--- src/design/crss_pkg.sv ---
`default_nettype none

package crss_pkg;

   // fixed field widths of the result and configuration items
   localparam int POS_W     = 17;
   localparam int TAN_W     = 18;
   localparam int IDX_OUT_W = 6;
   localparam int CFG_W     = 7;

   // u is unsigned Q1.16, 0..65536
   localparam int U_W    = 17;
   localparam int U_FRAC = 16;

   localparam int AXES      = 3;
   localparam int WIN_DEPTH = 3;

   localparam logic [CFG_W-1:0] CFG_RESET = 7'd32;
   localparam logic [CFG_W-1:0] CFG_MIN   = 7'd2;

   typedef struct packed {
      logic div_start;
      logic accept;
      logic issue;
   } crss_cmd_type;

   typedef struct packed {
      logic csr_write;
      logic div_busy;
      logic run;
      logic last_issue;
      logic can_advance;
      logic pipe_empty;
   } crss_status_type;

endpackage

`default_nettype wire

--- src/design/crss_ctrl.sv ---
`default_nettype none

module crss_ctrl import crss_pkg::*; (
   input  wire logic            clock,
   input  wire logic            reset,
   input  wire crss_status_type status,
   input  wire logic            req_valid,
   output logic                 req_ready,
   output crss_cmd_type         cmd
);

   typedef enum logic [2:0] {
      ST_START,
      ST_DIV,
      ST_IDLE,
      ST_EMIT,
      ST_DRAIN
   } state_type;

   state_type state_ff, state_in;

   always_comb begin
      state_in = state_ff;
      case (state_ff)
         ST_START: begin
            state_in = ST_DIV;
         end
         ST_DIV: begin
            if (!status.div_busy) begin
               state_in = ST_IDLE;
            end
         end
         ST_IDLE: begin
            if (req_valid && status.run) begin
               state_in = ST_EMIT;
            end
         end
         ST_EMIT: begin
            if (status.can_advance && status.last_issue) begin
               state_in = ST_DRAIN;
            end
         end
         ST_DRAIN: begin
            // coefficients stay in use until the last sample leaves the pipe
            if (status.pipe_empty) begin
               state_in = ST_IDLE;
            end
         end
         default: begin
            state_in = ST_START;
         end
      endcase
      if (status.csr_write) begin
         state_in = ST_START;
      end
   end

   always_ff @(posedge clock) begin
      if (reset) begin
         state_ff <= ST_START;
      end else begin
         state_ff <= state_in;
      end
   end

   always_comb begin
      req_ready     = state_ff == ST_IDLE;
      cmd.div_start = state_ff == ST_START;
      cmd.accept    = (state_ff == ST_IDLE) && req_valid;
      cmd.issue     = (state_ff == ST_EMIT) && status.can_advance;
   end

endmodule

`default_nettype wire
--- config.mk ---
export PLATFORM = sky130hd
export DESIGN_NAME = crss_ctrl
export DESIGN_NICKNAME = d
export VERILOG_FILES = /design/src/design/crss_pkg.sv /design/src/design/crss_ctrl.sv
export SDC_FILE = /design/constraint.sdc
export NUM_CORES = 1
export LEC_CHECK = 0
export ABC_AREA = 1
export BUFFER_PORTS_ARGS = -buffer_cell sky130_fd_sc_hd__buf_4
export CORE_AREA = 2 2 39 41
export CTS_BUF_LIST = sky130_fd_sc_hd__clkbuf_8
export DETAILED_ROUTE_END_ITERATION = 7
export DIE_AREA = 0 0 41 43
export RECOVER_POWER = 50
export SYNTH_ARGS = -nofsm -noshare
export SYNTH_HDL_FRONTEND = slang
export SYNTH_SLANG_ARGS = --single-unit
--- constraint.sdc ---
create_clock -name clock -period 1.45 [get_ports clock]
set_clock_uncertainty 0.2 [all_clocks]
set_input_delay 0.2175 -clock clock [delete_from_list [all_inputs] [get_ports clock]]
set_output_delay 0.2175 -clock clock [all_outputs]
set_load 0.02 [all_outputs]
Word level (Yosys, flattened, before mapping)
Index checks and enable logic that the tools add are counted.
W data, S select, Z words.
{"block": "classes", "multipliers": 0, "addsub": 0, "n_bitwise": 0, "mux": 5, "reduce_logical": 7, "eq_ne": 8, "magnitude_cmp": 0, "n_div": 0, "shifts": 0}
{"op": "$pmux W3 S5", "count": 1}
{"op": "$mux W3", "count": 4}
{"op": "$eq A3 B2 Y1 const B", "count": 2}
{"op": "$ne A2 B2 Y1 const B", "count": 3}
{"op": "$logic_and A1 B1 Y1", "count": 4}
{"op": "$reduce_and A4 Y1", "count": 1}
{"op": "$eq A3 B1 Y1 const B", "count": 1}
{"op": "$eq A3 B3 Y1 const B", "count": 1}
{"op": "$logic_not A3 Y1", "count": 1}
{"op": "$ne A2 B1 Y1 const B", "count": 1}
{"op": "$reduce_or A2 Y1", "count": 1}
{"block": "word_totals", "output_inout_bits": 4, "memories": 0, "mem_bits_ro": 0, "latch_bits": 0, "regBits": 3, "inputBits": 9, "word_cells": 21, "ram_bits": 0}

Depth between registers and ports, before layout
{"block": "logic_depth", "word_depth": 3, "ltp_mapped": 9}

Worst setup path before layout
No wires, ideal clock.
{"block": "synth_timing", "path_type": "reg2out", "startpoint": "register state_ff[1]", "endpoint": "output port cmd[0] in the netlist's numbering", "path_slack_ns": 0.120, "stages_incl_launch_ff": 6, "arrival_time_ns": 0.912, "required_time_ns": 1.033, "path_cell_list": "dfxtp_1 buf_6 nand2_1 nor2_2 inv_1 nor2_1"}
{"element": "start: declaration", "line_no": "crss_ctrl.sv:20", "source": "state_type state_ff, state_in;"}
{"element": "start signal: assignment", "line_no": "crss_ctrl.sv:62", "source": "state_ff <= state_in;"}
{"element": "end: declaration", "line_no": "crss_ctrl.sv:9", "source": "output crss_cmd_type cmd"}

==> out/results.txt <==
residual DRC count - 0
fmax - 0.706 GHz
initial core utilization - 0.179
H-tree levels - 1
HPWL after DPL - 446 um
GRT Util Overall - 0.0821
worst vdd ir - 0.415 mV
Worst EP arrival - 1000 ps
WL/cell - 7.75 um
max reg flops - 3
antenna violations before repair - 0
final core occ - 0.335
total grt overflow - 0
diode count - 0
Setup crit start kind - flop
aggregate routed wire length - 589 um
period utilisation layout - 0.977
number of global-route vias before repair - 274
area grow syn2layout - 86.9%
first-pass GRT wire length - 945 um
Slew Limit Fails - 0
CTS tree - done
share of the yosys chip area belonging to registers - 0.242
Worst slew margin - 0.871
Largest regs - state_ff (3)
clk buf depth - 2
Die Ht - 43 um
I/O pin count - 13
Via density - 4.09
die area - 1760 um^2
Final setup viols - 0
IO buf count - 12
share of post-route cells with drive strength above 1 - 0.583
Rows - 14
commonest non-fill, non-tap cell in the layout - buf_4
Cells after Synth - 40
final net count - 70
Clock Tree Root - clkbuf_8
Clock transition at path regs - 30 ps
distinct cell type count after synthesis - 15
status - finished clean
maxcap violations - 0
Pre-antenna DRT Iters - 2
multi-input logic area - 171 um^2
Worst Tran Pin Value - 192 ps
#FFs+latches synth - 3
CP endpoint kind - output port
Syn Area/Cell - 6.19 um^2
final hold vios - 0
# fillers - 150
DP Area - 354 um^2
initial drt markers - 2
clock period minus worst slack - 1420 ps
Core ar. - 1380 um^2
power per cell area - 984 nW/um^2
HP Class - in2reg
CP Class - reg2out
clk sink count - 3
final instance area - 463 um^2
Largest Register - state_ff
reg-to-reg setup timing slack - 120 ps
hold_buf cts - 0
yosys warns - 0
RSZ-0062 raised after global routing - yes
worst skew pair latency - 220 ps
leak pwr - 0.235 nW
number of buffers created by CTS - 3
Die Width - 41 um
CP Max Fanout - 5
Post-Syn Nets - 49
DR vias - 311
RePlAce Congestion - 0.692
CP required - 1030 ps
largest net degree at the start of global routing - 6
register area - 68.8 um^2
commonest cells after routing, fill and taps aside - buf_4, nor2_1, nand2_1
post-route setup TNS - 0 ps
post-route antenna net violation count - 0
Cell Area, Synth - 248 um^2
==> Yosys cell counts <==
cell	count	share of area
a21oi_1	2	0.040
and3_2	1	0.030
buf_6	1	0.045
dfxtp_1	3	0.24
inv_1	5	0.076
inv_2	1	0.015
nand2_1	6	0.091
nand2_2	3	0.076
nand3_1	3	0.061
nand3_2	1	0.040
nand4_1	1	0.025
nor2_1	8	0.12
nor2_2	2	0.050
nor2_4	1	0.045
nor3_1	2	0.040
==> worst max-delay path, cell delays in order, from the launching register on <==
cell,delay (ps)
dfxtp_2,320
buf_4,150
and3_2,190
buf_6,130
==> layout make-up <==
class                           count  share of cell area
Clock buffer                        3              0.0892
Clock inverter                      1             0.00811
Multi-Input combinational cell     30               0.370
Sequential cell                     3               0.149
Inverter                            6              0.0486
Timing Repair Buffer               17               0.292
Tap cell                           16              0.0432
==> final timing paths <==
path / startpoint / to / cells after the start
setup / recovery: state_ff[1] / cmd[1] / 3
hold / removal: reset / state_ff[2] / 4
setup reg to reg: state_ff[0] / state_ff[2] / 7
hold reg to reg: state_ff[2] / state_ff[2] / 2
==> cells by family after synthesis <==
| group | count (synthesis) | share of synthesized area |
|---|---|---|
| AND/OR/NAND/NOR | 28 | 0.581 |
| buffers and inverters | 7 | 0.136 |
| flip-flops | 3 | 0.242 |
| AO/OA/AOI/OAI | 2 | 0.0404 |
==> metal layers <==
metal / share of wire / track usage / up-vias
met1: 0.39 / 0.0828 / 131
met3: 0.13 / 0.0314 / 2
met2: 0.46 / 0.119 / 14
li1: - / - / 164
met4: 0.022 / 0.0800 / 0
met5: 0 / 0 / -
==> where the power goes <==
part / internal [mW] / switching [mW]
Sequential: 0.0889 / 0.00852
Clock: 0.180 / 0.0562
Combinational: 0.0619 / 0.0598
Total: 0.331 / 0.125
==> through the flow <==
step | cells | worst slack (ps) | hold slack [ps] | power (mW)
finish | 76 | 33.0 | 56.8 | 0.456
global route | 76 | -22.0 | 86.6 | 0.482
CTS | 76 | -4.12 | 65.7 | 0.453
detailed placement | 68 | 134 | 293 | 0.198
global placement | 68 | 133 | 290 | 0.197
floorplan | 40 | 120 | 185 | 0.162
==> repair_timing <==
| item | in CTS | in global routing |
|---|---|---|
| endpoints found under the setup margin | 4 | 4 |
| pin swaps | 2 | 2 |
| buffers inserted | 4 | 0 |
| resized for setup | 5 | 9 |
Note: power is estimated with default switching activity, not from simulation.
